**src/hdl/bpfa_ram.sv**
```systemverilog
// ----------------------------------------------------------------------------
// bpfa_ram
// generic simple dual port ram, one write port, registered read port
// ----------------------------------------------------------------------------
module bpfa_ram #(
   parameter int WIDTH = 32,
   parameter int DEPTH = 128,
   localparam int ADDR_W = (DEPTH > 1) ? $clog2(DEPTH) : 1
) (
   input  logic              clock,
   input  logic              wr_en,
   input  logic [ADDR_W-1:0] wr_addr,
   input  logic [WIDTH-1:0]  wr_data,
   input  logic              rd_en,
   input  logic [ADDR_W-1:0] rd_addr,
   output logic [WIDTH-1:0]  rd_data
);

   logic [WIDTH-1:0] mem_ff [DEPTH];
   logic [WIDTH-1:0] rd_data_ff;

   always_ff @(posedge clock) begin
      if (wr_en) begin
         mem_ff[wr_addr] <= wr_data;
      end
      if (rd_en) begin
         rd_data_ff <= mem_ff[rd_addr];
      end
   end

   assign rd_data = rd_data_ff;

endmodule

```
**config.mk**
```make
export PLATFORM = sky130hd
export DESIGN_NAME = bpfa_ram
export DESIGN_NICKNAME = d
export VERILOG_FILES = /design/src/hdl/bpfa_ram.sv
export SDC_FILE = /design/constraint.sdc
export NUM_CORES = 2
export LEC_CHECK = 0
export BUFFER_PORTS_ARGS = -buffer_cell sky130_fd_sc_hd__buf_2
export CAP_MARGIN = 10
export CORE_UTILIZATION = 45
export CTS_BUF_LIST = sky130_fd_sc_hd__clkbuf_16
export DETAILED_ROUTE_END_ITERATION = 16
export GPL_TIMING_DRIVEN = 0
export MAX_ROUTING_LAYER = met4
export SYNTH_ARGS = -nofsm -noshare
export SYNTH_HDL_FRONTEND = slang
export SYNTH_SLANG_ARGS = --single-unit
```
**constraint.sdc**
```tcl
create_clock -name clock -period 4.8 [get_ports clock]
set_clock_uncertainty 0.2 [all_clocks]
set_input_delay 0.48 -clock clock [delete_from_list [all_inputs] [get_ports clock]]
set_output_delay 0.48 -clock clock [all_outputs]
set_load 0.005 [all_outputs]
```
Word-level counts from Yosys, hierarchy flattened
Memories as Yosys holds them, arrays and structs flattened. A register that Yosys moved wholly into a read port is not among the register bits.
Index checks and enable logic that the tools add are counted.
{ "totals": {"register_bits": 0, "latchBits": 0, "mem_bits_rw": 4096, "mem_bits_ro": 0, "input_bits": 49, "out_inout_bits": 32, "elab_cells": 3, "memories": 1} }
{ "memory_table": {"columns": ["memory", "depth", "width", "read_ports", "rd_clocked_by_memory_dff", "wr", "line_no", "rtl"], "rows": [
  ["mem_ff", 128, 32, 1, 1, 1, "19", "logic [WIDTH-1:0] mem_ff [DEPTH];"]
]} }
{ "op_classes": {"add_sub_neg": 0, "multipliers": 0, "n_div": 0, "magnitude_cmp": 0, "n_eq_ne": 0, "n_shift": 0, "n_mux": 2, "bitwise": 0, "reduce_logical": 0} }
{ "op_table": {"columns": ["operator", "count"], "rows": [
  ["$mux 1", 2]
]} }

Logic depth before layout (Yosys ltp)
{ "logic_depth": {"depth_word": 2, "depth_mapped": 8, "ltp_nobuf": 4} }

Worst setup path before layout
Ideal clock, no wire load.
{ "synth_path": {"path_type": "input-to-reg", "startpoint": "input wr_en", "endpoint": "memory mem_ff[98][0], enable pin", "t_arrival_ns": 3.258, "required_ns": 4.139, "setup_slack_ns": 0.881, "path_stages": 3, "n_path_buf": 1, "path_cell_list": "clkbuf_1 nand4_1 nor3_1"} }
{ "synth_via": {"elab_chain_len": 2} }
{ "synth_rtl": {"columns": ["element", "line_no", "rtl"], "rows": [
  ["start: declaration", "11", "input logic wr_en,"],
  ["$mux 1", "23", "if (wr_en) begin"],
  ["$mux 1 (not written as such)", "24", "mem_ff[wr_addr] <= wr_data;"],
  ["end: declaration", "19", null]
]} }
Every way passes these cells.

==> impl_metrics.json <==
{
  "period_minus_slack_ps": 4735,
  "grt_overflow": 0,
  "final-max-slew-violation-count": 0,
  "root_buffer": "clkbuf_16",
  "dpl.cell_count": 10840,
  "drtAntennaViolNets": 0,
  "hold_viol_final": 0,
  "core_sq_um": 346200,
  "drc": 0,
  "worst-path-buf-inv": 4,
  "crit_path_top_delay_cell": "clkbuf_1",
  "insertion_delay_ps": 940,
  "cp_max_fo": 10,
  "power.leakage_nw": 55.52,
  "die-area_sq_um": 350400,
  "final_common_cell": "edfxtp_1",
  "placementRows": 216,
  "worstHoldStart": "wr_addr[1]",
  "slowest_delay_ps": 930,
  "yosysUniqueCellTypes": 16,
  "grt_max_degree": 105,
  "numCtsBuffers": 406,
  "grt_pass1_wl_mm": 566.3,
  "cts.sink_count": 4128,
  "worst_pin_slew_ps": 1394,
  "syn_inst": 5990,
  "clockBufferDepth": 4,
  "first_global_vias": 71260,
  "syn_to_final_growth_pct": 15.78,
  "cpMostUsedCell": "mux4_2",
  "crit_family": "buffers and inverters",
  "holdPathStages": 3,
  "r2r_cells": 4,
  "fp.dieH_microns": 591.9,
  "fin_cells": 11700,
  "r2r_slack_ps": 1700,
  "track_usage": 0.2416,
  "viasPerCell": 6.016,
  "arrival_ps": 5180,
  "outcome": "finished clean",
  "clk_pin_slew_ps": 60,
  "cp_cell_sequence": "clkbuf_1 > buf_2 > clkbuf_2 > clkbuf_1 > mux4_2 > mux4_2 > mux4_2 > mux2_2",
  "p_per_area_nw_per_um2": 413.5,
  "critical_path_class": "input pin to register",
  "setup_viol": 0,
  "drive_above_1_share": 0.3460,
  "grt_util_met2": 0.3795,
  "timing.rr.start": "mem_ff[85][14]$_DFFE_PP_",
  "cts_setup_buffers": 0,
  "place_congestion": 1.031,
  "port_buffers": 69,
  "cp.required_ps": 5240,
  "dp_hpwl_mm": 278.7,
  "nets": 6749,
  "drt_first_iter_violations": 8942,
  "die_w_microns": 591.9,
  "wl_mm": 408.4,
  "start_util": 0.4523,
  "io_pins": 81,
  "grtUsageMet1": 0.3237,
  "relSlewSlack": 0.07087,
  "fin_crit_sh": 0.9865,
  "yosysSeqAreaShare": 0.7916,
  "max_freq_mhz": 211.2,
  "cp-end-kind": "register",
  "synthesis.nets": 6039,
  "cts_tree": "built",
  "wl_per_cell_microns": 34.91,
  "maxCapViolations": 0,
  "ys_ff_latch": 4128,
  "grt_setup_unrepaired": "no",
  "grt.busiest_layer": "met2",
  "synth_area_sq_um": 156600,
  "fillers": 25870,
  "routed-via-count": 70380,
  "met3_usage": 0.05033,
  "mostFrequentLayoutCells": "4,128 x edfxtp_1, 1,344 x mux4_2, 416 x clkbuf_16",
  "critPathLaunchType": "input pin",
  "hold_class": "input pin to register",
  "peakVddDrop_mv": 0.3284,
  "synth_warnings": 0,
  "min_to": "mem_ff[102][30]$_DFFE_PP_",
  "cts.htree.levels": 5,
  "timing.rr.end": "rd_data[14]$_DFFE_PP_",
  "place_ws_ps": -805.9,
  "antenna_found_initial": 59,
  "dr.pass1.iters": 9,
  "syn_area_per_cell_sq_um": 26.14,
  "timing.final.ws_setup_ps": 64.87
}
## sequential cells by signal (all words and copies together) (netlist names)
name     cells
mem_ff    4096
rd_data     32
## metrics by stage
step	hold slack (ps)	util	power (mW)	instance area [sq um]	setup TNS, ps
6_report	110.3	0.5237	74.97	181300	0
5_1_grt	74.72	0.5236	76.79	181300	0
3_3_place_gp	687.6	0.4699	44.59	162700	-3617160
2_1_floorplan	378.9	-	42.57	156600	0
3_5_place_dp	677.1	0.4850	44.78	167900	-20880
4_1_cts	21.82	0.5230	75.36	181100	0
## layout make-up
cell class	count	area [sq um]	area share
clock inverter	319	2427	0.01339
antenna	92	230.2	0.001270
tap	4578	5728	0.03159
timing repair buffer	302	4950	0.02730
buffer	316	1344	0.007411
clock buffer	416	10410	0.05741
sequential	4128	124000	0.6837
multi-input combinational	1546	32260	0.1780
## Yosys cell counts
library cell | count | area (sq um)
buf_1 | 50 | 187.7
buf_2 | 79 | 395.4
buf_4 | 3 | 22.52
buf_6 | 2 | 22.52
clkbuf_1 | 182 | 683.2
edfxtp_1 | 4128 | 124000
mux2_2 | 32 | 360.4
mux4_2 | 1344 | 30270
nand2_1 | 14 | 52.55
nand2b_1 | 2 | 12.51
nand3_1 | 12 | 60.06
nand4_1 | 3 | 18.77
nor2_1 | 122 | 457.9
nor2b_1 | 7 | 43.79
nor3_1 | 9 | 45.04
or3_1 | 1 | 6.260
## logic make-up (layout without fill, tap and decap cells)
family                 after synthesis  count (layout)  share of synthesized area
buffers and inverters              316            1353                   0.008373
other                                0              92                          0
DFF                               4128            4128                     0.7916
and+or+nand+nor                    170             170                   0.004450
muxes                             1376            1376                     0.1956
## routing by layer
layer / vias up / share of wire / wire, microns
li1: 28010 / - / -
met1: 38910 / 0.39 / 160700
met2: 2965 / 0.49 / 199700
met3: 493 / 0.089 / 36200
met4: 0 / 0.029 / 11850
met5: - / 0 / 0
## power breakdown
group	total (mW)	switching [mW]	internal (mW)
logic	4.16	2.62	1.54
registers	39.9	0.0393	39.8
clock network	30.9	13.3	17.7
## worst register-to-register path: stages (launching register included)
cell and delay (ps):
edfxtp_1 370, mux4_2 500, mux4_2 620, mux4_2 800, mux2_2 380
## timing repair
action,4_1_cts,5_1_grt
resized for setup,0,0
hold buffers,32,0
endpoints found under the hold margin,1655,0
## how the worst max path moves through the flow
stage | start | to | slack, ps | cells after the start
CTS | rd_addr[2] | rd_data[4]$_DFFE_PP_ | 160 | 8
detailed placement | rd_addr[2] | rd_data[4]$_DFFE_PP_ | -810 | 8
finish | rd_addr[2] | rd_data[5]$_DFFE_PP_ | 60 | 8
global route | rd_addr[2] | rd_data[31]$_DFFE_PP_ | 120 | 8
floorplan | wr_en | mem_ff[98][0]$_DFFE_PP_ | 880 | 3
global placement | wr_addr[3] | mem_ff[102][18]$_DFFE_PP_ | -3100 | 4
Power figures use the tool's default switching activity.
