## config.mk

```make
export PLATFORM = sky130hd
export DESIGN_NAME = bpfa_find
export DESIGN_NICKNAME = d
export VERILOG_FILES = /design/src/hdl/bpfa_pkg.sv /design/src/hdl/bpfa_find.sv
export SDC_FILE = /design/constraint.sdc
export NUM_CORES = 1
export LEC_CHECK = 0
export BUFFER_PORTS_ARGS = -buffer_cell sky130_fd_sc_hd__buf_2
export CORE_MARGIN = 2
export CORE_UTILIZATION = 44
export DETAILED_ROUTE_END_ITERATION = 16
export PLACE_DENSITY = 0.95
export SLEW_MARGIN = 30
export SYNTH_ARGS = -nofsm -noshare
export SYNTH_HDL_FRONTEND = slang
export SYNTH_SLANG_ARGS = --single-unit
```

## constraint.sdc

```tcl
create_clock -name vclk -period 3.3
set_input_delay 0.165 -clock vclk [all_inputs]
set_output_delay 0.165 -clock vclk [all_outputs]
set_load 0.01 [all_outputs]
```

## src/hdl/bpfa_pkg.sv

```systemverilog
// ----------------------------------------------------------------------------
// bpfa_pkg
// shared types and constants of the bitmap page frame allocator
// ----------------------------------------------------------------------------
package bpfa_pkg;

   // fixed field widths
   localparam int PADDR_W      = 48;  // physical address
   localparam int PAGES_W      = 13;  // page count of one region
   localparam int COUNT_W      = 2;   // region count register
   localparam int REGION_SLOTS = 3;   // region slots in the register map
   localparam int START_W      = 15;  // running page number over all slots

   // bitmap memory word
   localparam int WORD_W = 32;
   localparam int BIT_W  = 5;

   // configuration port
   localparam int CSR_INDEX_W = 3;
   localparam int CSR_DATA_W  = 48;

   localparam logic [CSR_INDEX_W-1:0] CSR_REGION_COUNT  = 3'd0;
   localparam logic [CSR_INDEX_W-1:0] CSR_REGION_BASE_0 = 3'd1;
   localparam logic [CSR_INDEX_W-1:0] CSR_REGION_PAGES_0 = 3'd2;
   localparam logic [CSR_INDEX_W-1:0] CSR_REGION_BASE_1 = 3'd3;
   localparam logic [CSR_INDEX_W-1:0] CSR_REGION_PAGES_1 = 3'd4;
   localparam logic [CSR_INDEX_W-1:0] CSR_REGION_BASE_2 = 3'd5;
   localparam logic [CSR_INDEX_W-1:0] CSR_REGION_PAGES_2 = 3'd6;

   localparam logic [CSR_INDEX_W-1:0] CSR_BASE_IDX [REGION_SLOTS] =
      '{CSR_REGION_BASE_0, CSR_REGION_BASE_1, CSR_REGION_BASE_2};
   localparam logic [CSR_INDEX_W-1:0] CSR_PAGES_IDX [REGION_SLOTS] =
      '{CSR_REGION_PAGES_0, CSR_REGION_PAGES_1, CSR_REGION_PAGES_2};

   typedef enum logic {
      OP_ALLOC = 1'b0,
      OP_FREE  = 1'b1
   } bpfa_op_type;

   typedef enum logic [1:0] {
      STATUS_ALLOCATED    = 2'd0,
      STATUS_NO_FREE_PAGE = 2'd1,
      STATUS_FREED        = 2'd2,
      STATUS_FREE_IGNORED = 2'd3
   } bpfa_status_type;

   typedef struct packed {
      bpfa_op_type        operation;
      logic [PADDR_W-1:0] page_address;
   } bpfa_req_type;

   typedef struct packed {
      logic [PADDR_W-1:0] result_address;
      bpfa_status_type    status;
   } bpfa_rsp_type;

   // region layout seen by the engine
   typedef struct packed {
      logic [COUNT_W-1:0]                    count;
      logic [REGION_SLOTS-1:0][PADDR_W-1:0]  base;
      logic [REGION_SLOTS-1:0][PAGES_W-1:0]  pages;
      logic [REGION_SLOTS-1:0][START_W-1:0]  start;
      logic [START_W-1:0]                    total;
   } bpfa_layout_type;

   typedef enum logic [3:0] {
      ST_CLEAR,
      ST_IDLE,
      ST_ACHECK,
      ST_AREGION,
      ST_AADDR,
      ST_FMATCH,
      ST_FIDX,
      ST_FWRITE,
      ST_RESP
   } bpfa_state_type;

endpackage

```

## src/hdl/bpfa_find.sv

```systemverilog
// ----------------------------------------------------------------------------
// bpfa_find
// lowest clear bit of one bitmap word under a mask
// ----------------------------------------------------------------------------
module bpfa_find (
   input  logic [bpfa_pkg::WORD_W-1:0] word_bits,
   input  logic [bpfa_pkg::WORD_W-1:0] mask_bits,
   output logic                        found,
   output logic [bpfa_pkg::BIT_W-1:0]  position
);

   import bpfa_pkg::*;

   logic [WORD_W-1:0] avail;
   logic [WORD_W-1:0] lowest;

   always_comb begin
      avail  = ~word_bits & mask_bits;
      // isolate the lowest set bit, then encode the one-hot vector
      lowest = avail & (~avail + WORD_W'(1));
      found  = |avail;
      position = '0;
      for (int k = 0; k < WORD_W; k++) begin
         if (lowest[k]) begin
            position = position | BIT_W'(k);
         end
      end
   end

endmodule

```

# --- Yosys cells after proc, flatten, opt, wreduce, memory -nomap -nowiden ---
# Index checks and enable logic that the tools add are counted.
totals:
  regBits: 0
  out_inout_bits: 6
  word_cells: 37
  inputBits: 64
classes:
  n_bitwise: 4
  mux: 31
  n_addsub: 1
  n_reduce_logical: 1
op_table:
  columns: ["cell", "n"]
  rows:
  - ["5-bit two-way mux", 16]
  - ["32-bit bitwise AND", 2]
  - ["32-bit NOT", 2]
  - ["32-bit by 1-bit adder with 32-bit output, second input constant", 1]
  - ["4-bit two-way mux", 8]
  - ["32-bit OR reduction", 1]
  - ["3-bit two-way mux", 4]
  - ["2-bit two-way mux", 2]
  - ["1-bit two-way mux", 1]

# --- Longest topological paths before layout ---
# Gate-level depths: netlist (run 1).
logic_depth:
  ltp_word: 36
  depth_mapped: 6
  depth_no_buf: 6

# --- Worst setup path after synthesis (run 1) ---
# OpenSTA, ideal clock, no wires.
synth_timing:
  kind: "input port to output port"
  from: "in mask_bits[19] in the netlist's numbering"
  to: "out position[4] in the netlist's numbering"
  stages: 5
  n_path_buf: 0
  t_arrival_ps: 1463
  setup_slack_ps: 1672
  cell_sequence: "nor2b_4 a2111oi_4 nand3_4 or3_1 a41oi_2"
synth_between:
  elab_chain_len: 17
synth_rtl:
  columns: ["element", "line", "rtl"]
  rows:
  - ["from (decl)", "bpfa_find.sv:7", "input logic [bpfa_pkg::WORD_W-1:0] mask_bits,"]
  - ["32-bit bitwise AND (*)", "bpfa_find.sv:18", "avail = ~word_bits & mask_bits;"]
  - ["32-bit NOT", "bpfa_find.sv:20", "lowest = avail & (~avail + WORD_W'(1));"]
  - ["32-bit by 1-bit adder with 32-bit output", "bpfa_find.sv:20", null]
  - ["32-bit bitwise AND (*)", "bpfa_find.sv:20", null]
  - ["5-bit two-way mux (12 in series)", "bpfa_find.sv:24", "if (lowest[k]) begin"]
  - ["5-bit two-way mux (*)", "bpfa_find.sv:24", null]
  - ["to (decl)", "bpfa_find.sv:9", "output logic [bpfa_pkg::BIT_W-1:0] position"]
# Every way passes the cells marked *; elsewhere a longest branch is shown, timed or not.

# --- Worst setup path after layout (run 1) ---
layout_timing:
  from: "in mask_bits[8] in the netlist's numbering"
  to: "out position[3] in the netlist's numbering"
layout_between:
  elab_chain_len: 28
layout_rtl:
  columns: ["element", "line"]
  rows:
  - ["32-bit bitwise AND (*)", "bpfa_find.sv:18"]
  - ["32-bit NOT", "bpfa_find.sv:20"]
  - ["32-bit by 1-bit adder with 32-bit output", "bpfa_find.sv:20"]
  - ["32-bit bitwise AND (*)", "bpfa_find.sv:20"]
  - ["4-bit two-way mux (8 in series)", "bpfa_find.sv:24"]
  - ["5-bit two-way mux (15 in series)", "bpfa_find.sv:24"]
  - ["5-bit two-way mux (*)", "bpfa_find.sv:24"]
# Marked as above.

==> key figures, run 1 <==
Synthesis
  – Most frequent cells after synthesis: nor2b_1 (22), nor2_1 (14), nand2b_1 (12)
  – Most frequent cell after synthesis: nor2b_1
  – Largest cells by area after synthesis: nor2b_1 (16%), nand2b_1 (8.9%), nor4_4 (7.6%)
  – Syn Nets: 183
  – Synthesized area: 840 sq um
  – Syn Area/Cell: 7.06 sq um
  – Netlist cell types: 40
  – Synth warn: 0
  – Area leader, netlist: nor2b_1
  – Area share of the leading cell type in the synthesized netlist: 0.164
  – Seq/Total Area, Yosys: 0
  – Syn Inst Count: 119

Critical path
  – CP max-delay cell: nor4b_4
  – Critical Path Source: mask_bits[8]
  – Critical Path Fanout Max: 6
  – CP Cell Sequence: buf_2 -> nor2b_1 -> nor4b_4 -> nand4_2 -> nor4_4 -> a22oi_1 -> o311ai_1 -> buf_2
  – Most used cell, CP: buf_2
  – CP peak stage delay: 0.40 ns
  – Buf+Inv Stages, Crit Path: 2
  – Worst setup path class: primary input to primary output
  – CP delay by family, top: simple AND/OR/NAND/NOR gates
  – Required @ worst endpoint: 3.13 ns
  – CP arrival: 1.86 ns
  – Crit path launch type: primary input
  – CP Capture Type: primary output

Timing
  – Worst hold slack: 0.710 ns
  – Final setup margin: 1.28 ns
  – Period Utilization, post-route: 0.613
  – RSZ-0062 raised after global routing: no
  – Worst-margin pin slew: 0.493 ns
  – Setup TNS: 0 ns
  – Post-route minimum period: 2.02 ns
  – Final setup violating endpoints: 0
  – Max-slew violations: 0
  – Final hold viol count: 0
  – Highest Clock Rate: 495 MHz
  – Max-Slew Margin vs Limit: 0.670

Placement
  – Pre-CTS setup slack: 1.29 ns
  – IO Port Bufs: 70
  – Gpl congestion: 0.870
  – Placed cell count: 214

GRT
  – Total GRT Usage: 0.233
  – Antenna violations before repair: 0
  – First-pass GRT wire length: 4080 um
  – Largest net degree at the start of global routing: 7
  – Number of global-route vias before repair: 1115
  – Total gr overflow: 0

Hold path
  – Hold Crit Start: mask_bits[31]
  – Tightest Hold Check Type: primary input to primary output
  – Hold endpoint: found
  – Hold path depth: 4

Die
  – Io pins: 70
  – DIE AREA: 2270 sq um
  – # rows: 15
  – Initial Utilization: 0.476
  – Core box area: 1760 sq um
  – Die Wd: 47.7 um
  – Die extent in y: 47.7 um

Flow run
  – Max cap viols: 0

Power
  – Peak supply drop: 0.0648 mV
  – Final Total Pwr: 0.000150 W
  – Pleak: 0.558 nW
  – Cell Pwr Density: 123 nW/um^2

Finish
  – P&R area growth vs syn: 45.5%
  – Clkbuf count: 0
  – # diodes: 0
  – Post-Layout Cell Count: 214
  – Register area: 0 sq um
  – Multi-input gate area: 825 sq um
  – Layout cell share with drive strength beyond 1: 0.429
  – Seq Cell Count: 0
  – Fill count: 169
  – Nets: 255

Outcome
  – Outcome: finished clean

Detailed routing
  – DRC viols: 0
  – Routed wire per std cell: 13.2 um
  – Vias: 1250
  – Antenna Nets Post-Route: 0
  – Pre-antenna DRT Iters: 4
  – Total Routed Length: 2820 um
  – First DRT Iteration DRCs: 27
  – Vias/cell: 5.84

CTS
  – Setup repair bufs after CTS: 0
  – Cts hold-fix bufs: 0
  – Post-CTS sizing: 0
how the worst max path moves through the flow:
| stage | end | slack [ns] | depth (start not counted) |
|---|---|---|---|
| finish | position[3] | 1.28 | 8 |
| global route | position[3] | 1.16 | 8 |
| CTS | position[3] | 1.31 | 8 |
| detailed placement | position[3] | 1.29 | 8 |
| global placement | position[3] | 1.39 | 8 |
| floorplan | position[4] | 1.67 | 5 |
where the power goes:
group          total (W)  leakage (nW)  internal (W)  switching [W]
Clock                  0             0             0              0
Sequential             0             0             0              0
Combinational   0.000150         0.558     0.0000717      0.0000787
Total           0.000150         0.558     0.0000717      0.0000787
final cells by class:
| type | count | area share |
|---|---|---|
| Multi-Input combinational cell | 115 | 0.675 |
| Timing Repair Buffer | 70 | 0.287 |
| Tap cell | 25 | 0.0256 |
| Inverter | 4 | 0.0123 |
cell usage in the layout (no fill, tap or decap), types with 3 or more instances in the layout:
master    synthesis  layout
buf_2             0      70
nor2b_1          22      22
nor2_1           14      14
nand2b_1         12      12
nor3_1            8       8
a21oi_1           7       7
nand3_1           5       5
inv_1             4       4
nand2_1           4       4
nor4_4            3       3
a41oi_1           3       3
o21ai_0           3       3
per-layer routing:
metal | vias to the layer above | share of wire | track usage
met2 | 70 | 0.54 | 0.491
met4 | 0 | 0.013 | 0.0432
li1 | 608 | - | -
met5 | - | 0 | 0
met3 | 10 | 0.077 | 0.0226
met1 | 562 | 0.37 | 0.242
metrics by stage:
step                instance area (sq um)  utilization
floorplan                             840            -
global placement                     1220        0.692
detailed placement                   1220        0.692
CTS                                  1220        0.692
global route                         1220        0.692
finish                               1220        0.692
kinds of logic after synthesis:
logic type | Yosys count | share of synthesized area
AND/OR/NAND/NOR | 84 | 0.687
AO/OA/AOI/OAI | 31 | 0.295
buffers and inverters | 4 | 0.0179
(Power assumes the default switching activity.)
==> run 2: changes to the inputs <==
ABC_AREA = 1   (was not set)
CORE_UTILIZATION = 42   (was 44)
PLACE_DENSITY = 0.87   (was 0.95)
clock period = 1.65 ns   (was 3.3 ns; I/O delays follow)
==> run 2 against run 1 <==
- global-route usage decreased by 1.9 points
- synthesized cell count increased by 120%
- routed wire length increased by 20%
- die area increased by 44%
- via count increased by 39%
- first-iteration DRC count increased by 74%
- critical path type unchanged
- critical endpoint is now position[4]
- largest cell class unchanged
==> key figures, run 2 <==
Outcome
  – Outcome: finished clean

Placement
  – Hpwl dp: 3090 um
  – Placed cell count: 368
  – IO Port Bufs: 70
  – Gpl congestion: 0.992

Finish
  – Most common cell after layout, fill and taps aside: nand2_1
  – # diodes: 0
  – P&R area growth vs syn: 32.7%
  – Final Util: 0.578
  – Seq Cell Count: 0
  – Register area: 0 sq um
  – Layout cell share with drive strength beyond 1: 0.279
  – Multi-input gate area: 980 sq um
  – Post-Layout Cell Count: 368
  – Clkbuf count: 0
  – Most frequent cells in the layout: nand2_1 (90), buf_2 (70), inv_1 (55)
  – Nets: 403
  – Fill count: 299

Die
  – DIE AREA: 3270 sq um
  – # rows: 19
  – Die extent in y: 57.2 um
  – Die Wd: 57.2 um
  – Core box area: 2730 sq um
  – Initial Utilization: 0.435
  – Io pins: 70

Synthesis
  – Most frequent cell after synthesis: nand2_1
  – Syn Inst Count: 267
  – Synth warn: 0
  – Largest cells by area after synthesis: nand2_1 (28%), inv_1 (17%), nor2_1 (17%)
  – Syn Nets: 331
  – Netlist cell types: 16
  – Area share of the leading cell type in the synthesized netlist: 0.284
  – Most frequent cells after synthesis: nand2_1 (90), inv_1 (55), nor2_1 (54)
  – Seq/Total Area, Yosys: 0
  – Synthesized area: 1190 sq um
  – Syn Area/Cell: 4.46 sq um
  – Area leader, netlist: nand2_1

Hold path
  – Tightest Hold Check Type: primary input to primary output
  – Hold endpoint: found
  – Hold Crit Start: mask_bits[31]
  – Hold path depth: 6

Critical path
  – Worst setup path class: primary input to primary output
  – Buf+Inv Stages, Crit Path: 2
  – Critical Path Fanout Max: 6
  – CP delay by family, top: simple AND/OR/NAND/NOR gates
  – CP arrival: 1.29 ns
  – CP peak stage delay: 0.18 ns
  – Required @ worst endpoint: 1.57 ns
  – CP Capture Type: primary output
  – Most used cell, CP: nand2_1
  – CP max-delay cell: nor2_1
  – CP Cell Sequence: buf_2 -> nand2_1 -> nand2_1 -> nor2_1 -> nand2_2 -> nor2_8 -> nand2_1 -> nand3_1 -> nor2_1 -> nand3_1 -> buf_2
  – Critical Path Source: mask_bits[11]
  – Crit path launch type: primary input

Detailed routing
  – Antenna Nets Post-Route: 0
  – Pre-antenna DRT Iters: 4
  – First DRT Iteration DRCs: 47
  – Total Routed Length: 3380 um
  – Routed wire per std cell: 9.19 um
  – Vias: 1732
  – DRC viols: 0
  – Vias/cell: 4.71

Timing
  – Final hold viol count: 0
  – Setup TNS: 0 ns
  – Period Utilization, post-route: 0.831
  – Max-slew violations: 0
  – RSZ-0062 raised after global routing: no
  – Worst-margin pin slew: 0.354 ns
  – Max-Slew Margin vs Limit: 0.763
  – Worst hold slack: 0.597 ns
  – Highest Clock Rate: 729 MHz
  – Post-route minimum period: 1.37 ns
  – Final setup violating endpoints: 0

GRT
  – Total gr overflow: 0
  – First-pass GRT wire length: 5910 um
  – Largest net degree at the start of global routing: 7
  – Number of global-route vias before repair: 1520
  – Total GRT Usage: 0.214
  – Antenna violations before repair: 0

CTS
  – Cts hold-fix bufs: 0
  – Setup repair bufs after CTS: 0
  – Post-CTS sizing: 0

Power
  – Pleak: 1.17 nW
  – Cell Pwr Density: 217 nW/um^2
  – Peak supply drop: 0.152 mV

Flow run
  – Max cap viols: 0
-- run 2: cell types whose count changed after synthesis, moves of 3 or more --
cell	before	now
a21oi_1	7	4
nand4_1	1	5
nand3b_1	1	5
nor2_4	0	5
nand2_2	0	11
nor2b_1	22	0
nand2_1	4	90
nor4_4	3	0
nor2_1	14	54
nor3_1	8	3
nand2b_1	12	0
inv_1	4	55
a41oi_1	3	0
nand3_1	5	22
-- run 2: worst max-delay path by stage --
stage	end	depth (start not counted)
floorplan	position[4]	10
global placement	position[4]	11
detailed placement	position[3]	11
CTS	position[2]	12
global route	position[3]	12
finish	position[4]	11
-- run 2: report_power, final --
part | internal (W) | switching (W) | total [W]
registers | 0 | 0 | 0
logic | 0.000138 | 0.000205 | 0.000343
clock network | 0 | 0 | 0
total | 0.000138 | 0.000205 | 0.000343
-- run 2: area by class of cell --
type / count / area share
inverter: 56 / 0.133
tap: 31 / 0.0246
timing repair buffer: 70 / 0.222
multi-input combinational: 211 / 0.620
-- run 2: cells by family after synthesis --
kind of cell / Yosys count / share of synthesized area
simple gates: 202 / 0.785
buf+inv: 56 / 0.177
compound gates: 9 / 0.0379
-- run 2: metrics by stage --
step           instance area, sq um  setup WS (ns)  total power (W)
6_report                       1580          0.279         0.000343
5_1_grt                        1580         0.0548         0.000391
4_1_cts                        1580          0.293         0.000343
3_5_place_dp                   1580          0.298         0.000342
3_3_place_gp                   1580          0.291         0.000338
2_1_floorplan                  1190          0.628         0.000218
-- run 2: metal layers --
layer	vias up	track usage	part of all wire
met5	-	0	0
met4	0	0.0233	0.010
met3	6	0.0136	0.067
met2	71	0.402	0.48
met1	710	0.276	0.44
li1	945	-	-
==> run 3: changes to the inputs <==
CORE_UTILIZATION = 47   (was 42)
PLACE_DENSITY = 0.91   (was 0.87)
clock period = 1.3 ns   (was 1.65 ns; I/O delays follow)
==> run 3 against run 2 <==
- the run now ends with negative setup slack left
- via count increased by 14%
- routed wire length is 40% higher
- total power rose by 66%
- combinational power up 66%
- first-iteration DRC count is 110% higher
- setup slack worse by 0.42 ns
- critical path depth grew 1
- largest cell class unchanged
==> key figures, run 3 (synthesis gave the netlist of run 2 again) <==
Finish
  – Multi-input gate area: 1220 sq um
  – Clkbuf count: 0
  – P&R area growth vs syn: 57.5%
  – Layout cell share with drive strength beyond 1: 0.460
  – Most common cell after layout, fill and taps aside: nand2_1
  – # diodes: 0
  – Nets: 405
  – Most frequent cells in the layout: nand2_1 (66), buf_2 (64), inv_1 (49)
  – Seq Cell Count: 0
  – Fill count: 209
  – Register area: 0 sq um

Timing
  – Max-slew violations: 0
  – Final hold viol count: 0
  – Period Utilization, post-route: 1.10
  – Final setup violating endpoints: 5
  – Post-route minimum period: 1.44 ns
  – Final setup margin: -0.136 ns
  – Max-Slew Margin vs Limit: 0.764
  – Worst hold slack: 0.561 ns
  – Worst-margin pin slew: 0.351 ns
  – Highest Clock Rate: 696 MHz
  – RSZ-0062 raised after global routing: yes

Power
  – Pint: 0.000217 W
  – Sw power: 0.000352 W
  – Peak supply drop: 0.234 mV
  – Clk pwr share: 0
  – Combinational Power Share: 1.000
  – Pleak: 1.24 nW
  – Cell Pwr Density: 304 nW/um^2
  – Switching share of power: 0.618
  – Final Total Pwr: 0.000569 W
  – Flop pwr share: 0

Placement
  – IO Port Bufs: 70
  – Gpl congestion: 0.961
  – Hpwl dp: 3190 um

GRT
  – Total gr overflow: 0
  – First-pass GRT wire length: 6160 um
  – Total GRT Usage: 0.269
  – Antenna violations before repair: 0
  – Largest net degree at the start of global routing: 7
  – Number of global-route vias before repair: 1671

Critical path
  – Required @ worst endpoint: 1.24 ns
  – Buf+Inv Stages, Crit Path: 3
  – Critical Path Fanout Max: 6
  – Worst setup path class: primary input to primary output
  – CP arrival: 1.37 ns
  – Crit path launch type: primary input
  – CP delay by family, top: simple AND/OR/NAND/NOR gates
  – CP Cell Sequence: buf_2 -> inv_1 -> nand2_1 -> nand2_1 -> nor2_1 -> nand2_2 -> nor2_8 -> nand2_2 -> nand3_1 -> nor2_1 -> nand3_1 -> buf_2
  – CP peak stage delay: 0.18 ns
  – CP Capture Type: primary output
  – CP max-delay cell: nor2_1

Detailed routing
  – First DRT Iteration DRCs: 97
  – Pre-antenna DRT Iters: 9
  – Routed wire per std cell: 12.8 um
  – Total Routed Length: 4730 um
  – Vias: 1981
  – DRC viols: 0
  – Vias/cell: 5.37
  – Antenna Nets Post-Route: 0

Hold path
  – Hold path depth: 6
  – Tightest Hold Check Type: primary input to primary output
  – Hold endpoint: found
  – Hold Crit Start: mask_bits[31]

Die
  – Die extent in y: 54.3 um
  – Initial Utilization: 0.489
  – Io pins: 70
  – Die Wd: 54.3 um
  – # rows: 18
  – DIE AREA: 2950 sq um
  – Core box area: 2430 sq um

Outcome
  – Outcome: finished with violations
  – Failing checks: negative setup slack

Flow run
  – Max cap viols: 0

CTS
  – Cts hold-fix bufs: 0
-- run 3: power by group through the flow --
stage	Combinational, W	Clock (W)	Sequential [W]
2_1_floorplan	0.000277	0	0
3_5_place_dp	0.000437	0	0
4_1_cts	0.000451	0	0
6_report	0.000569	0	0
5_1_grt	0.000629	0	0
3_3_place_gp	0.000425	0	0
-- run 3: routing by layer --
| metal | GRT usage | share of wire | vias to the layer above | wire length [um] |
|---|---|---|---|---|
| met1 | 0.269 | 0.33 | 822 | 1580 |
| met3 | 0.0191 | 0.083 | 50 | 394 |
| met2 | 0.566 | 0.51 | 160 | 2430 |
| met4 | 0.0917 | 0.069 | 0 | 328 |
| li1 | - | - | 949 | - |
| met5 | 0 | 0 | - | 0 |
-- run 3: what timing repair did --
item | CTS | global route
pin swaps | 4 | 24
setup buffers | 0 | 2
gates cloned | 0 | 0
endpoints found under the setup margin | 5 | 5
resized for setup | 9 | 74
-- run 3: cell type report --
| cell class | count | area share |
|---|---|---|
| Timing Repair Buffer | 72 | 0.215 |
| Multi-Input combinational cell | 211 | 0.652 |
| Inverter | 56 | 0.113 |
| Tap cell | 30 | 0.0200 |
-- run 3: worst max path at each step --
| stage | startpoint | endpoint | slack (ns) | depth (start not counted) |
|---|---|---|---|---|
| 6_report | word_bits[11] | position[4] | -0.14 | 12 |
| 5_1_grt | word_bits[7] | position[0] | -0.21 | 12 |
| 4_1_cts | word_bits[6] | position[2] | -0.0008 | 11 |
| 3_5_place_dp | mask_bits[3] | position[2] | -0.06 | 11 |
| 3_3_place_gp | mask_bits[6] | position[0] | -0.003 | 11 |
| 2_1_floorplan | word_bits[1] | position[4] | 0.31 | 10 |
-- run 3: metrics by stage --
stage                     utilization  instance area, sq um  setup TNS, ns  cells  setup slack [ns]
after floorplan                     -                  1190              0    267             0.313
after global placement          0.649                  1580       -0.00329    367          -0.00250
after detailed placement        0.649                  1580         -0.132    367           -0.0586
after CTS                       0.660                  1610      -0.000754    367         -0.000754
after global routing            0.771                  1870          -1.02    369            -0.215
final                           0.771                  1870         -0.632    369            -0.136
