`src/hdl/bpfa_pkg.sv`:
```
// ----------------------------------------------------------------------------
// bpfa_pkg
// shared types and constants of the bitmap page frame allocator
// ----------------------------------------------------------------------------
package bpfa_pkg;

   // fixed field widths
   localparam int PADDR_W      = 48;  // physical address
   localparam int PAGES_W      = 13;  // page count of one region
   localparam int COUNT_W      = 2;   // region count register
   localparam int REGION_SLOTS = 3;   // region slots in the register map
   localparam int START_W      = 15;  // running page number over all slots

   // bitmap memory word
   localparam int WORD_W = 32;
   localparam int BIT_W  = 5;

   // configuration port
   localparam int CSR_INDEX_W = 3;
   localparam int CSR_DATA_W  = 48;

   localparam logic [CSR_INDEX_W-1:0] CSR_REGION_COUNT  = 3'd0;
   localparam logic [CSR_INDEX_W-1:0] CSR_REGION_BASE_0 = 3'd1;
   localparam logic [CSR_INDEX_W-1:0] CSR_REGION_PAGES_0 = 3'd2;
   localparam logic [CSR_INDEX_W-1:0] CSR_REGION_BASE_1 = 3'd3;
   localparam logic [CSR_INDEX_W-1:0] CSR_REGION_PAGES_1 = 3'd4;
   localparam logic [CSR_INDEX_W-1:0] CSR_REGION_BASE_2 = 3'd5;
   localparam logic [CSR_INDEX_W-1:0] CSR_REGION_PAGES_2 = 3'd6;

   localparam logic [CSR_INDEX_W-1:0] CSR_BASE_IDX [REGION_SLOTS] =
      '{CSR_REGION_BASE_0, CSR_REGION_BASE_1, CSR_REGION_BASE_2};
   localparam logic [CSR_INDEX_W-1:0] CSR_PAGES_IDX [REGION_SLOTS] =
      '{CSR_REGION_PAGES_0, CSR_REGION_PAGES_1, CSR_REGION_PAGES_2};

   typedef enum logic {
      OP_ALLOC = 1'b0,
      OP_FREE  = 1'b1
   } bpfa_op_type;

   typedef enum logic [1:0] {
      STATUS_ALLOCATED    = 2'd0,
      STATUS_NO_FREE_PAGE = 2'd1,
      STATUS_FREED        = 2'd2,
      STATUS_FREE_IGNORED = 2'd3
   } bpfa_status_type;

   typedef struct packed {
      bpfa_op_type        operation;
      logic [PADDR_W-1:0] page_address;
   } bpfa_req_type;

   typedef struct packed {
      logic [PADDR_W-1:0] result_address;
      bpfa_status_type    status;
   } bpfa_rsp_type;

   // region layout seen by the engine
   typedef struct packed {
      logic [COUNT_W-1:0]                    count;
      logic [REGION_SLOTS-1:0][PADDR_W-1:0]  base;
      logic [REGION_SLOTS-1:0][PAGES_W-1:0]  pages;
      logic [REGION_SLOTS-1:0][START_W-1:0]  start;
      logic [START_W-1:0]                    total;
   } bpfa_layout_type;

   typedef enum logic [3:0] {
      ST_CLEAR,
      ST_IDLE,
      ST_ACHECK,
      ST_AREGION,
      ST_AADDR,
      ST_FMATCH,
      ST_FIDX,
      ST_FWRITE,
      ST_RESP
   } bpfa_state_type;

endpackage

```
`src/hdl/bpfa_csr.sv`:
```
// ----------------------------------------------------------------------------
// bpfa_csr
// region configuration registers and derived page numbering
// ----------------------------------------------------------------------------
module bpfa_csr #(
   parameter int MAX_REGIONS = 3
) (
   input  logic                                clock,
   input  logic                                reset,
   input  logic                                csr_we,
   input  logic [bpfa_pkg::CSR_INDEX_W-1:0]    csr_index,
   input  logic [bpfa_pkg::CSR_DATA_W-1:0]     csr_wdata,
   output bpfa_pkg::bpfa_layout_type           layout
);

   import bpfa_pkg::*;

   logic [COUNT_W-1:0]                   count_ff;
   logic [COUNT_W-1:0]                   count_in;
   logic [COUNT_W-1:0]                   active;
   logic [REGION_SLOTS-1:0][PADDR_W-1:0] base;
   logic [REGION_SLOTS-1:0][PAGES_W-1:0] pages;

   always_comb begin
      count_in = count_ff;
      if (csr_we && csr_index == CSR_REGION_COUNT) begin
         count_in = csr_wdata[COUNT_W-1:0];
      end
   end

   always_ff @(posedge clock) begin
      if (reset) begin
         count_ff <= '0;
      end else begin
         count_ff <= count_in;
      end
   end

   for (genvar s = 0; s < REGION_SLOTS; s++) begin : g_slot
      if (s < MAX_REGIONS) begin : g_used
         logic [PADDR_W-1:0] base_ff;
         logic [PADDR_W-1:0] base_in;
         logic [PAGES_W-1:0] pages_ff;
         logic [PAGES_W-1:0] pages_in;

         always_comb begin
            base_in  = base_ff;
            pages_in = pages_ff;
            if (csr_we && csr_index == CSR_BASE_IDX[s]) begin
               base_in = csr_wdata[PADDR_W-1:0];
            end
            if (csr_we && csr_index == CSR_PAGES_IDX[s]) begin
               pages_in = csr_wdata[PAGES_W-1:0];
            end
         end

         always_ff @(posedge clock) begin
            if (reset) begin
               base_ff  <= '0;
               pages_ff <= '0;
            end else begin
               base_ff  <= base_in;
               pages_ff <= pages_in;
            end
         end

         assign base[s]  = base_ff;
         assign pages[s] = pages_ff;
      end else begin : g_unused
         assign base[s]  = '0;
         assign pages[s] = '0;
      end
   end

   // clamp the count to the slots that exist
   assign active = (count_ff > COUNT_W'(MAX_REGIONS)) ? COUNT_W'(MAX_REGIONS) : count_ff;

   always_comb begin
      layout.count    = active;
      layout.base     = base;
      layout.pages    = pages;
      layout.start[0] = '0;
      layout.start[1] = START_W'(pages[0]);
      layout.start[2] = START_W'(pages[0]) + START_W'(pages[1]);
      layout.total    = ((active > 2'd0) ? START_W'(pages[0]) : '0)
                      + ((active > 2'd1) ? START_W'(pages[1]) : '0)
                      + ((active > 2'd2) ? START_W'(pages[2]) : '0);
   end

endmodule

```
`config.mk`:
```
export PLATFORM = sky130hd
export DESIGN_NAME = bpfa_csr
export DESIGN_NICKNAME = d
export VERILOG_FILES = /design/src/hdl/bpfa_pkg.sv /design/src/hdl/bpfa_csr.sv
export SDC_FILE = /design/constraint.sdc
export NUM_CORES = 1
export LEC_CHECK = 0
export ABC_AREA = 1
export BUFFER_PORTS_ARGS = -buffer_cell sky130_fd_sc_hd__clkbuf_2
export CAP_MARGIN = 20
export CORE_AREA = 2 2 142 144
export CTS_BUF_LIST = sky130_fd_sc_hd__clkbuf_2
export DETAILED_ROUTE_END_ITERATION = 12
export DIE_AREA = 0 0 144 146
export PLACE_DENSITY = 0.72
export SYNTH_ARGS = -nofsm -noshare
export SYNTH_HDL_FRONTEND = slang
export SYNTH_SLANG_ARGS = --single-unit
```
`constraint.sdc`:
```
create_clock -name clock -period 5.9 [get_ports clock]
set_input_delay 0.59 -clock clock [delete_from_list [all_inputs] [get_ports clock]]
set_output_delay 0.59 -clock clock [all_outputs]
set_load 0.01 [all_outputs]
```
Word-level counts from Yosys, hierarchy flattened
Index checks and enable logic that the tools add are counted.
{"block": "word_totals", "elab_cells": 32, "ff_bits": 185}
{"block": "classes", "mux": 4, "reduce_logical": 8, "order_cmp": 4, "n_eq_ne": 6, "n_addsub": 3}
{"operator": "2-to-1 mux 13 bit", "count": 3}
{"operator": "adder 13 x 13 -> 14 bit", "count": 2}
{"operator": "adder 14 x 13 -> 15 bit", "count": 1}
{"operator": "== test 3 bit (second input constant)", "count": 3}
{"operator": "logical AND 1 bit", "count": 7}
{"operator": "== test 3 x 2 -> 1 bit (second input constant)", "count": 2}
{"operator": "> comparator 2 x 1 -> 1 bit (second input constant)", "count": 2}
{"operator": "> comparator 2 bit (second input constant)", "count": 2}
{"operator": "== test 3 x 1 -> 1 bit (second input constant)", "count": 1}
{"operator": "logical NOT 3 bit", "count": 1}
{"operator": "2-to-1 mux 2 bit", "count": 1}

Logic depth before layout (Yosys ltp)
Gate-level depths: netlist of the first run.
{"block": "logic_depth", "word_depth": 6, "ltp_mapped": 17}

Least setup slack after synthesis of the first run
No wires, ideal clock.
{"block": "synth_timing", "path_type": "flip-flop to output port", "from": "register count_ff[1]", "to": "output port layout[7] (netlist name)", "path_slack_ps": 2476, "required_time_ps": 5310, "arrival_time_ps": 2834, "path_stages_with_launch": 17, "cell_sequence": "dfxtp_1 -> clkbuf_1 -> nor2_1 -> inv_1 -> clkbuf_1 -> nand2_1 -> fa_1 -> inv_1 -> ha_1 -> inv_1 -> fa_1 -> inv_1 -> nand3_1 -> nand3_1 -> nand2_1 -> nand2_1 -> xor2_1"}
{"element": "from (decl)", "line": "bpfa_csr.sv:18", "rtl": "logic [COUNT_W-1:0] count_ff;"}
{"element": "from (signal assigned)", "line": "bpfa_csr.sv:35", "rtl": "count_ff <= count_in;"}
{"element": "to (decl)", "line": "bpfa_csr.sv:13", "rtl": "output bpfa_pkg::bpfa_layout_type layout"}

==> metrics.csv, run 1 <==
stage,metric,value,unit
worst_hold_path,hold path cells,3,
yosys,post-synthesis adder-cell area fraction,7.06,%
yosys,Simple-Gate Fraction of Synth Area,26.6,%
drt,final wirelength,26800,um
drt,DR pass1 iterations,5,
yosys,XOR/XNOR share of the synthesized area,1.21,%
yosys,Synth Area in Compound Gates,11.5,%
global_routing,global route total overflow,0,
worst_setup_path,crit-path max cell delay,740,ps
floorplan,row count,51,
sta,final setup fails,0,
cts,maximum level of the CTS H-tree,4,
worst_setup_path,"Max FO, Critical Path",17,
yosys,dominant combinational cell family by area after synthesis,simple AND/OR/NAND/NOR gates,
cts,TritonCTS Sinks,185,
worst_setup_path,crit path from,count_ff[1],
power,Max IR drop VDD,0.150,mV
worst_hold_path,min-delay src,csr_wdata[18],
floorplan,die area,21000,um^2
cells_and_area,final net count,1575,
cts,Root Driver,clkbuf_2,
drt,Avg WL per Cell,15.2,um
worst_setup_path,"setup slack, reg-to-reg",4870,ps
worst_setup_path,Crit. End Element,output pin,
cells_and_area,fill count,1925,
sta,RSZ-0062 raised after global routing,no,
global_routing,number of global-route vias before repair,7859,
worst_setup_path,worst flop-to-flop path startpoint,count_ff[1],
yosys,Synth cell types,24,
placed_design,I/O Buffers,280,
placed_design,HPWL Detailed,19100,um
sta,Slew headroom,30.0,%
floorplan,Initial Util,44.9,%
placed_design,placed insts,1705,
sta,f_max,216,MHz
worst_setup_path,R2R cell count,2,
drt,Final ANT Viol Nets,0,
floorplan,Die Wd,144,um
power,Pwr Density,206,nW/um^2
cells_and_area,"non-filler cells, final",1760,
run_status,outcome,"finished, final reports clean",
drt,Avg Vias per Cell,4.89,
worst_setup_path,Crit path required time,5310,ps
drt,starting DRC count in detailed routing,499,
cts,Num CTS Buffers,17,
cts,Clock transition at path regs,280,ps
yosys,"Seq/Total Area, Yosys",42.7,%
global_routing,antenna violations before repair,1,
yosys,synthesized area per cell,7.05,um^2
floorplan,die span in y,146,um
sta,total negative slack,0,ps
floorplan,I/O pin cnt,299,
cts,Clock Latency Late Sink,720,ps
sta,final hold vios,0,
worst_setup_path,Worst EP arrival,4030,ps
global_routing,largest net degree at the start of global routing,101,
cells_and_area,"commonest non-fill, non-tap cell in the layout",nand2_1,
yosys,yosys synthesis warning count,0,
yosys,"Primary FF master, synth",dfxtp_1,
worst_hold_path,Hold Crit Class,in2reg,
sta,fin. max-slew vios,0,
yosys,"FFs w/ async S/R, synth",0,%
worst_setup_path,"critical path, cell by cell",nand2_1 > inv_1 > nand2_1 > fa_1 > inv_1 > ha_1 > inv_1 > fa_1 > inv_1 > nand3_1 > nand3_1 > nand2_1 > nand2_1 > xor2_1 > clkbuf_2,
worst_setup_path,critical path type,reg2out,
sta,Worst-Margin Slew,1050,ps
sta,minimum clock period,4620,ps
cells_and_area,Layout area overhead,20.5,%
cells_and_area,share of layout cells above drive strength 1,21.6,%
global_routing,Overall Global Routing Usage,25.0,%
yosys,mux contribution to synthesized area,0,%
floorplan,core area,19300,um^2
drt,DRC,0,
cts,CTS tree,built,
drt,total number of vias,8611,
worst_setup_path,CP Launch Type,register,
job,max-cap violations,0,
global_routing,first-pass GRT wire length,41500,um
sta,Setup Skew,0,ps
yosys,Synth Register Bits,185,
worst_setup_path,"Slowest-stage cell, CP",dfxtp_1,
power,Leakage Power,0.00508,uW
placed_design,RD Place Congestion,0.863,
yosys,Mapped Cells,1231,
cts,Clock Tree Buf Depth,2,
sta,Final Cycle Share,78.3,%
cells_and_area,most frequent cells in the layout,"nand2_1 (529), clkbuf_2 (296), a21oi_1 (189), dfxtp_1 (185), inv_1 (103)",
yosys,synthesized cell area,8680,um^2
yosys,"EDFF count, synth",0,
## Yosys cell counts (2+ instances only)
library cell,n,area share (%)
buf_6,4,0.52
dfxtp_1,185,43
buf_2,19,1.1
a21oi_1,189,11
fa_1,15,3.5
nand4_1,10,0.72
a211oi_1,6,0.52
buf_1,2,0.087
nor2_1,28,1.2
buf_4,38,3.3
ha_1,25,3.6
xnor2_1,2,0.20
inv_2,5,0.22
xor2_1,10,1.0
inv_1,103,4.5
nand2_1,531,23
nand3_1,24,1.4
clkbuf_1,28,1.2
nor3_1,2,0.12
## layout make-up
class	instances	area (um^2)	area share (%)
antenna	1	2.50	0.0239
clock buffer	17	85.1	0.813
clock inverter	15	165	1.58
inverter	109	409	3.91
multi-input combinational	863	4100	39.2
sequential	185	3700	35.4
tap	265	332	3.17
timing repair buffer	305	1670	15.9
## stage by stage
stage	hold slack (ps)	utilization, %	area [um^2]	worst slack, ps	total power, uW
floorplan	488	-	8740	2480	1430
CTS	2.54	53.9	10400	1230	2180
global placement	451	51.5	9960	2220	1510
finish	59.1	54.1	10500	1280	2160
detailed placement	455	51.7	9990	2110	1520
global route	2.54	54.1	10500	936	2250
## registers in the layout, indices dropped and copies added, names as in the netlist
register,count
g_slot.g_used.base_ff,144
count_ff,2
g_slot.g_used.pages_ff,39
## repair_timing
action                                 in CTS  in global routing
hold buffers                               19                  3
resized for setup                           0                  0
endpoints found under the hold margin      37                  3
setup buffers                               0                  0
## path summary, 6_finish.rpt
kind / to
min reg2reg: g_slot[0].g_used.base_ff[10]
max: layout[7]
max reg2reg: count_ff[1]
min: g_slot[1].g_used.base_ff[18]
## kinds of logic after synthesis
logic type,after synthesis
AND/OR/NAND/NOR,597
buffers and inverters,200
AO/OA/AOI/OAI,196
adder cells (fa/ha/maj),40
XOR/XNOR,12
other,1
flip-flops,185
## layer usage
metal  global-route usage [%]  up-vias  share of wire (%)
li1                         -     4292                  -
met1                     32.2     3900                 42
met2                     39.9      365                 47
met3                     6.09       54                8.4
met4                     10.7        0                3.0
met5                        0        -                  0
## worst max-delay path, delay by kind of cell, from the launching register on
| kind | cells | cell delay [ps] |
|---|---|---|
| buffers and inverters | 5 | 700 |
| and+or+nand+nor | 6 | 680 |
| DFF | 1 | 740 |
| xor gates and xnor gates | 1 | 130 |
| adders and majority gates | 3 | 1070 |
## power by group
part	switching (uW)	leakage [uW]	internal (uW)	total [uW]
Clock	478	0.000149	173	651
Sequential	21.9	0.00150	1280	1300
Combinational	135	0.00343	70.5	205
No activity file was read; power rests on OpenSTA's default activity.
==> inputs of run 2 (changes only) <==
Clock period 5.9 ns to 4.63 ns, I/O delays scaled along.
==> metrics.csv, run 2 (same netlist as run 1, synthesis figures left out) <==
stage,metric,value,unit,change
cells_and_area,Largest regs,"g_slot.g_used.base_ff: 144 flops, g_slot.g_used.pages_ff: 39 flops, count_ff: 2 flops",,
cells_and_area,share of layout cells above drive strength 1,21.4,%,-0.14 points
drt,DRC,0,,unchanged
cells_and_area,most frequent cells in the layout,"nand2_1 (529), clkbuf_2 (298), a21oi_1 (189), dfxtp_1 (185), inv_1 (102)",,
job,max-cap violations,0,,unchanged
sta,Worst-Margin Slew,943,ps,-104 ps
cts,Root Driver,clkbuf_2,,
drt,Final ANT Viol Nets,0,,unchanged
placed_design,RD Place Congestion,0.889,,+3.1%
worst_setup_path,worst flop-to-flop path startpoint,g_slot[0].g_used.pages_ff[1],,
cts,Clock Tree Buf Depth,2,,unchanged
floorplan,core area,19300,um^2,unchanged
global_routing,first-pass GRT wire length,42100,um,+1.4%
global_routing,met1 Track Usage GR,31.3,%,-0.91 points
drt,total number of vias,8675,,+0.74%
worst_setup_path,CP Launch Type,register,,
sta,Final WS setup,436,ps,-845 ps
sta,Slew headroom,37.1,%,+7.1 points
global_routing,largest net degree at the start of global routing,100,,-0.99%
sta,Setup Skew,0,ps,unchanged
global_routing,number of global-route vias before repair,8058,,+2.5%
floorplan,die span in y,146,um,unchanged
cts,Clock Latency Late Sink,730,ps,about the same
cts,CTS tree,built,,
cts,Clock transition at path regs,230,ps,-50 ps
worst_setup_path,crit-path max cell delay,490,ps,-250 ps
placed_design,pre-CTS setup slack,1150,ps,-967 ps
worst_hold_path,hold endpoint,count_ff[1],,
worst_hold_path,Hold Crit Class,in2reg,,
global_routing,met3 Resource Use GR,7.04,%,+0.95 points
sta,minimum clock period,4190,ps,
floorplan,row count,51,,unchanged
worst_setup_path,R2R cell count,2,,unchanged
floorplan,die area,21000,um^2,unchanged
sta,final setup fails,0,,unchanged
worst_setup_path,Worst EP arrival,3730,ps,-300 ps
cells_and_area,final net count,1599,,+1.5%
cells_and_area,Layout area overhead,22.5,%,
worst_setup_path,"Max FO, Critical Path",11,,-6
cells_and_area,max reg flops,144,,unchanged
cts,Num CTS Buffers,17,,unchanged
worst_setup_path,WP buf/inv,5,,unchanged
drt,final wirelength,26900,um,+0.65%
sta,RSZ-0062 raised after global routing,no,,
global_routing,global routing's busiest layer,met2,,
cells_and_area,"commonest non-fill, non-tap cell in the layout",nand2_1,,
cts,maximum level of the CTS H-tree,4,,unchanged
sta,final hold vios,0,,unchanged
sta,total negative slack,0,ps,unchanged
worst_setup_path,critical path type,reg2out,,
drt,Avg Vias per Cell,4.86,,-0.61%
sta,Final Cycle Share,90.6,%,
run_status,outcome,"finished, final reports clean",,
cts,post-CTS setup buffer count,0,,unchanged
worst_hold_path,hold path cells,3,,unchanged
cells_and_area,Top reg by flops,g_slot.g_used.base_ff,,
floorplan,I/O pin cnt,299,,unchanged
worst_setup_path,Crit. End Element,output pin,,
sta,fin. max-slew vios,0,,unchanged
sta,worst hold slack,63.3,ps,+4.17 ps
global_routing,M2 GR Usage,41.8,%,+1.9 points
worst_setup_path,FF-to-FF End,g_slot[0].g_used.pages_ff[1],,
global_routing,global route total overflow,0,,unchanged
drt,starting DRC count in detailed routing,389,,-22%
power,Leakage Power,0.00516,uW,+1.5%
cts,TritonCTS Sinks,185,,unchanged
worst_hold_path,min-delay src,csr_wdata[1],,
sta,f_max,238,MHz,
floorplan,Die Wd,144,um,unchanged
floorplan,Initial Util,44.9,%,unchanged
power,Pwr Density,251,nW/um^2,+21%
drt,DR pass1 iterations,5,,unchanged
drt,Avg WL per Cell,15.1,um,-0.70%
worst_setup_path,"critical path, cell by cell",nand2_1 > inv_1 > nand2_1 > fa_1 > inv_1 > ha_1 > inv_1 > fa_1 > inv_1 > nand3_1 > nand3_1 > nand2_1 > nand2_1 > xor2_1 > clkbuf_2,,
worst_setup_path,Crit path required time,4170,ps,-1140 ps
worst_setup_path,"setup slack, reg-to-reg",3580,ps,-1290 ps
global_routing,antenna violations before repair,1,,unchanged
placed_design,I/O Buffers,280,,unchanged
global_routing,Overall Global Routing Usage,25.4,%,+0.39 points
worst_setup_path,"Slowest-stage cell, CP",dfxtp_1,,
worst_setup_path,"delay-heaviest family, CP",adder cells,,
cells_and_area,"non-filler cells, final",1784,,+1.4%
placed_design,placed insts,1708,,+0.18%
power,Max IR drop VDD,0.209,mV,+40%
placed_design,HPWL Detailed,19400,um,+1.6%
## run 2: cell count changes in the layout (fill, tap and decap cells not counted), sizes merged
| cell | delta |
|---|---|
| dlygate4sd3 | +21 |
| buf | +3 |
| inv | -3 |
| clkbuf | +2 |
| clkinvlp | +1 |
## run 2: layout make-up
class	count	area, um^2
fill	1912	8700
multi-input combinational	863	4100
sequential	185	3700
timing repair buffer	329	1890
inverter	109	409
tap	265	332
clock inverter	13	104
clock buffer	19	95.1
antenna	1	2.50
## run 2: how the worst max path moves through the flow
| stage | from | to | cells past startpoint |
|---|---|---|---|
| final | count_ff[1] | layout[7] | 15 |
| after global routing | count_ff[1] | layout[7] | 15 |
| after CTS | count_ff[1] | layout[7] | 16 |
| after detailed placement | count_ff[1] | layout[7] | 16 |
| after global placement | count_ff[1] | layout[7] | 16 |
| after floorplan | count_ff[1] | layout[7] | 16 |
## run 2: where the power goes
| group | total, uW | internal [uW] | switching, uW | leakage (uW) |
|---|---|---|---|---|
| sequential | 1660 | 1630 | 27.0 | 0.00150 |
| combinational | 277 | 102 | 175 | 0.00353 |
| clock | 730 | 194 | 536 | 0.000131 |
## run 2: what timing repair did
action	4_1_cts	5_1_grt
resized for setup	0	1
hold buffers	42	1
endpoints found under the setup margin	0	3
endpoints found under the hold margin	143	1
## run 2: per-stage QoR
step | total power, uW | utilization (%) | area, um^2
finish | 2670 | 55.0 | 10600
CTS | 2690 | 54.9 | 10600
floorplan | 1830 | - | 8740
global placement | 1930 | 51.7 | 10000
detailed placement | 1940 | 51.7 | 10000
global route | 2780 | 55.0 | 10600
## run 2: per-layer routing
layer / part of all wire [%] / wire length, um
met1: 41 / 11000
met5: 0 / 0
met2: 48 / 12900
met4: 3.1 / 825
met3: 8.2 / 2220
## run 2: worst register-to-register path, stage by stage (launching register included)
cell and delay (ps):
dfxtp_1 540, inv_1 180, a211oi_1 270
==> inputs of run 3 (changes only) <==
Settings changed: ABC_AREA 1 to default, CORE_AREA 2 2 142 144 to 2 2 140 142, DIE_AREA 0 0 144 146 to 0 0 142 144.
==> metrics.csv, run 3 <==
stage,metric,value,unit,change
run_status,outcome,"finished, final reports clean",,
floorplan,die area,20400,um^2,-2.7%
yosys,Synth cell types,47,,+96%
sta,Worst-Margin Slew,1070,ps,+125 ps
worst_setup_path,Crit. End Element,output pin,,
global_routing,global route total overflow,0,,unchanged
drt,Avg Vias per Cell,5.13,,+5.4%
yosys,yosys synthesis warning count,0,,unchanged
cts,Num CTS Buffers,17,,unchanged
worst_setup_path,crit-path max cell delay,510,ps,+20 ps
drt,Avg WL per Cell,16.0,um,+5.8%
floorplan,die span in y,144,um,-1.4%
floorplan,I/O pin cnt,299,,unchanged
cells_and_area,share of layout cells above drive strength 1,24.1,%,+2.7 points
yosys,"FFs w/ async S/R, synth",0,%,unchanged
global_routing,number of global-route vias before repair,7636,,-5.2%
drt,DRC,0,,unchanged
worst_setup_path,Worst EP arrival,3860,ps,+130 ps
cts,Clock Latency Late Sink,740,ps,about the same
drt,total number of vias,8377,,-3.4%
drt,Final ANT Viol Nets,0,,unchanged
job,max-cap violations,0,,unchanged
sta,Final Cycle Share,93.3,%,+2.7 points
sta,minimum clock period,4320,ps,+127 ps
power,Max IR drop VDD,0.191,mV,-8.7%
cells_and_area,"commonest non-fill, non-tap cell in the layout",nand2_1,,
cells_and_area,final net count,1475,,-7.8%
yosys,synthesized cell area,8340,um^2,-3.9%
yosys,synthesized area per cell,7.58,um^2,+7.4%
sta,fin. max-slew vios,0,,unchanged
placed_design,HPWL Detailed,18100,um,-6.8%
yosys,"EDFF count, synth",0,,unchanged
worst_setup_path,WP buf/inv,4,,-1
worst_setup_path,"Slowest-stage cell, CP",fa_1,,
global_routing,largest net degree at the start of global routing,143,,+43%
power,Pwr Density,259,nW/um^2,+3.3%
worst_setup_path,Crit path required time,4170,ps,about the same
drt,final wirelength,26100,um,-3.1%
placed_design,pre-CTS setup slack,685,ps,-460 ps
cts,CTS tree,built,,
cells_and_area,Largest regs,"g_slot.g_used.base_ff: 144 flops, g_slot.g_used.pages_ff: 39 flops, count_ff: 2 flops",,
global_routing,first-pass GRT wire length,39700,um,-5.8%
yosys,Synth area leader,dfxtp_1,,
worst_setup_path,"critical path, cell by cell",buf_6 > or2_4 > buf_4 > nand2_1 > fa_1 > inv_1 > ha_1 > and3_1 > a22oi_1 > a311oi_1 > a41oi_1 > xnor2_1 > clkbuf_2,,
cells_and_area,Layout area overhead,25.4,%,
placed_design,RD Place Congestion,0.914,,+2.8%
power,Leakage Power,0.00464,uW,-10%
yosys,share of the synthesized area in the top cell type,44.4,%,+1.7 points
cells_and_area,most frequent cells in the layout,"nand2_1 (414), clkbuf_2 (298), a21oi_1 (197), dfxtp_1 (183), dlygate4sd3_1 (48)",,
sta,f_max,231,MHz,-2.9%
sta,Setup Skew,0,ps,unchanged
drt,DR pass1 iterations,5,,unchanged
sta,Final WS setup,309,ps,-127 ps
worst_hold_path,Hold Crit Class,in2reg,,
floorplan,row count,51,,unchanged
cells_and_area,fill count,1828,,-4.4%
floorplan,Initial Util,43.7,%,-1.2 points
cts,maximum level of the CTS H-tree,4,,unchanged
cts,Clock Tree Buf Depth,2,,unchanged
yosys,Synth Register Bits,185,,unchanged
cts,Root Driver,clkbuf_2,,
yosys,"Seq/Total Area, Yosys",44.4,%,+1.7 points
sta,Slew headroom,28.8,%,-8.2 points
yosys,"Primary FF master, synth",dfxtp_1,,
global_routing,antenna violations before repair,3,,+2
floorplan,core area,19100,um^2,-1.3%
placed_design,I/O Buffers,280,,unchanged
cts,Clock transition at path regs,240,ps,about the same
worst_setup_path,critical path type,reg2out,,
sta,total negative slack,0,ps,unchanged
worst_setup_path,crit path from,count_ff[1],,
cells_and_area,max reg flops,144,,unchanged
yosys,synth top area cells,"dfxtp_1 (44%), nand2_1 (19%), a21oi_1 (12%)",,
yosys,Synth top cells by count,"nand2_1 (415), a21oi_1 (198), dfxtp_1 (185), clkbuf_1 (57), inv_1 (32)",,
worst_setup_path,CP Launch Type,register,,
worst_hold_path,min-delay src,csr_index[1],,
drt,starting DRC count in detailed routing,482,,+24%
worst_setup_path,"delay-heaviest family, CP",adder cells,,
yosys,most common cell in the netlist,nand2_1,,
yosys,Mapped Cells,1101,,-11%
cells_and_area,Top reg by flops,g_slot.g_used.base_ff,,
sta,final setup fails,0,,unchanged
sta,final hold vios,0,,unchanged
worst_setup_path,"Max FO, Critical Path",16,,+5
floorplan,Die Wd,142,um,-1.4%
sta,RSZ-0062 raised after global routing,no,,
global_routing,Overall Global Routing Usage,24.7,%,-0.64 points
cts,TritonCTS Sinks,185,,unchanged
worst_setup_path,worst flop-to-flop path startpoint,g_slot[0].g_used.pages_ff[7],,
run 3: kinds of logic after synthesis:
| group | synth area share (%) |
|---|---|
| AND/OR/NAND/NOR | 23.6 |
| AO/OA/AOI/OAI | 15.6 |
| flip-flops | 44.4 |
| buffers and inverters | 7.06 |
| adder cells (fa/ha/maj) | 7.35 |
| XOR/XNOR | 1.68 |
| multiplexers | 0.240 |
| other | 0.0450 |
run 3: per-layer routing:
metal,wire length [um],GRT usage (%),share of wire [%]
met1,11000,31.1,42
met2,12100,39.7,46
met5,12,0,0.046
met3,2230,7.78,8.5
met4,756,9.89,2.9
run 3: layout make-up:
type                    count  area, um^2  share of cell area, %
clock inverters            13         118                   1.12
inverters                  32         120                   1.15
well taps                 238         298                   2.85
diodes                      2        5.00                 0.0479
multi-input cells         808        4160                   39.8
repair buffers            337        1960                   18.7
clock buffers              19        95.1                  0.909
flip-flops and latches    185        3710                   35.4
run 3: through the flow:
step | utilization, % | hold slack [ps] | cells | instance area (um^2) | power, uW
after global placement | 51.0 | 441 | 1550 | 9720 | 1930
after global routing | 54.8 | 210 | 1633 | 10500 | 2820
after CTS | 54.6 | 156 | 1630 | 10400 | 2730
final | 54.8 | 235 | 1634 | 10500 | 2710
after detailed placement | 51.0 | 445 | 1550 | 9720 | 1930
after floorplan | - | 481 | 1118 | 8410 | 1820
run 3: final timing paths:
kind	slack, ps	cells after the start	endpoint
worst max-delay path	310	13	layout[12]
worst min-delay path	230	4	count_ff[0]
worst max register to register	3810	2	g_slot[0].g_used.pages_ff[7]
worst min register to register	470	2	g_slot[1].g_used.base_ff[36]
run 3: report_power, final:
part,leakage (uW),internal (uW),switching (uW)
clock,0.000137,204,568
sequential,0.00150,1630,24.1
combinational,0.00301,105,175
run 3: repair_timing:
action	CTS	global route
setup endpoints to repair	1	5
hold buffers	48	0
buffers inserted	0	2
pin swaps	1	4
resized for setup	2	7
hold endpoints to repair	175	0
run 3: tightest hold or removal path, stage by stage:
cell and delay, ps:
clkbuf_2 170, nor3_1 130, mux2i_1 170, nor2_1 50
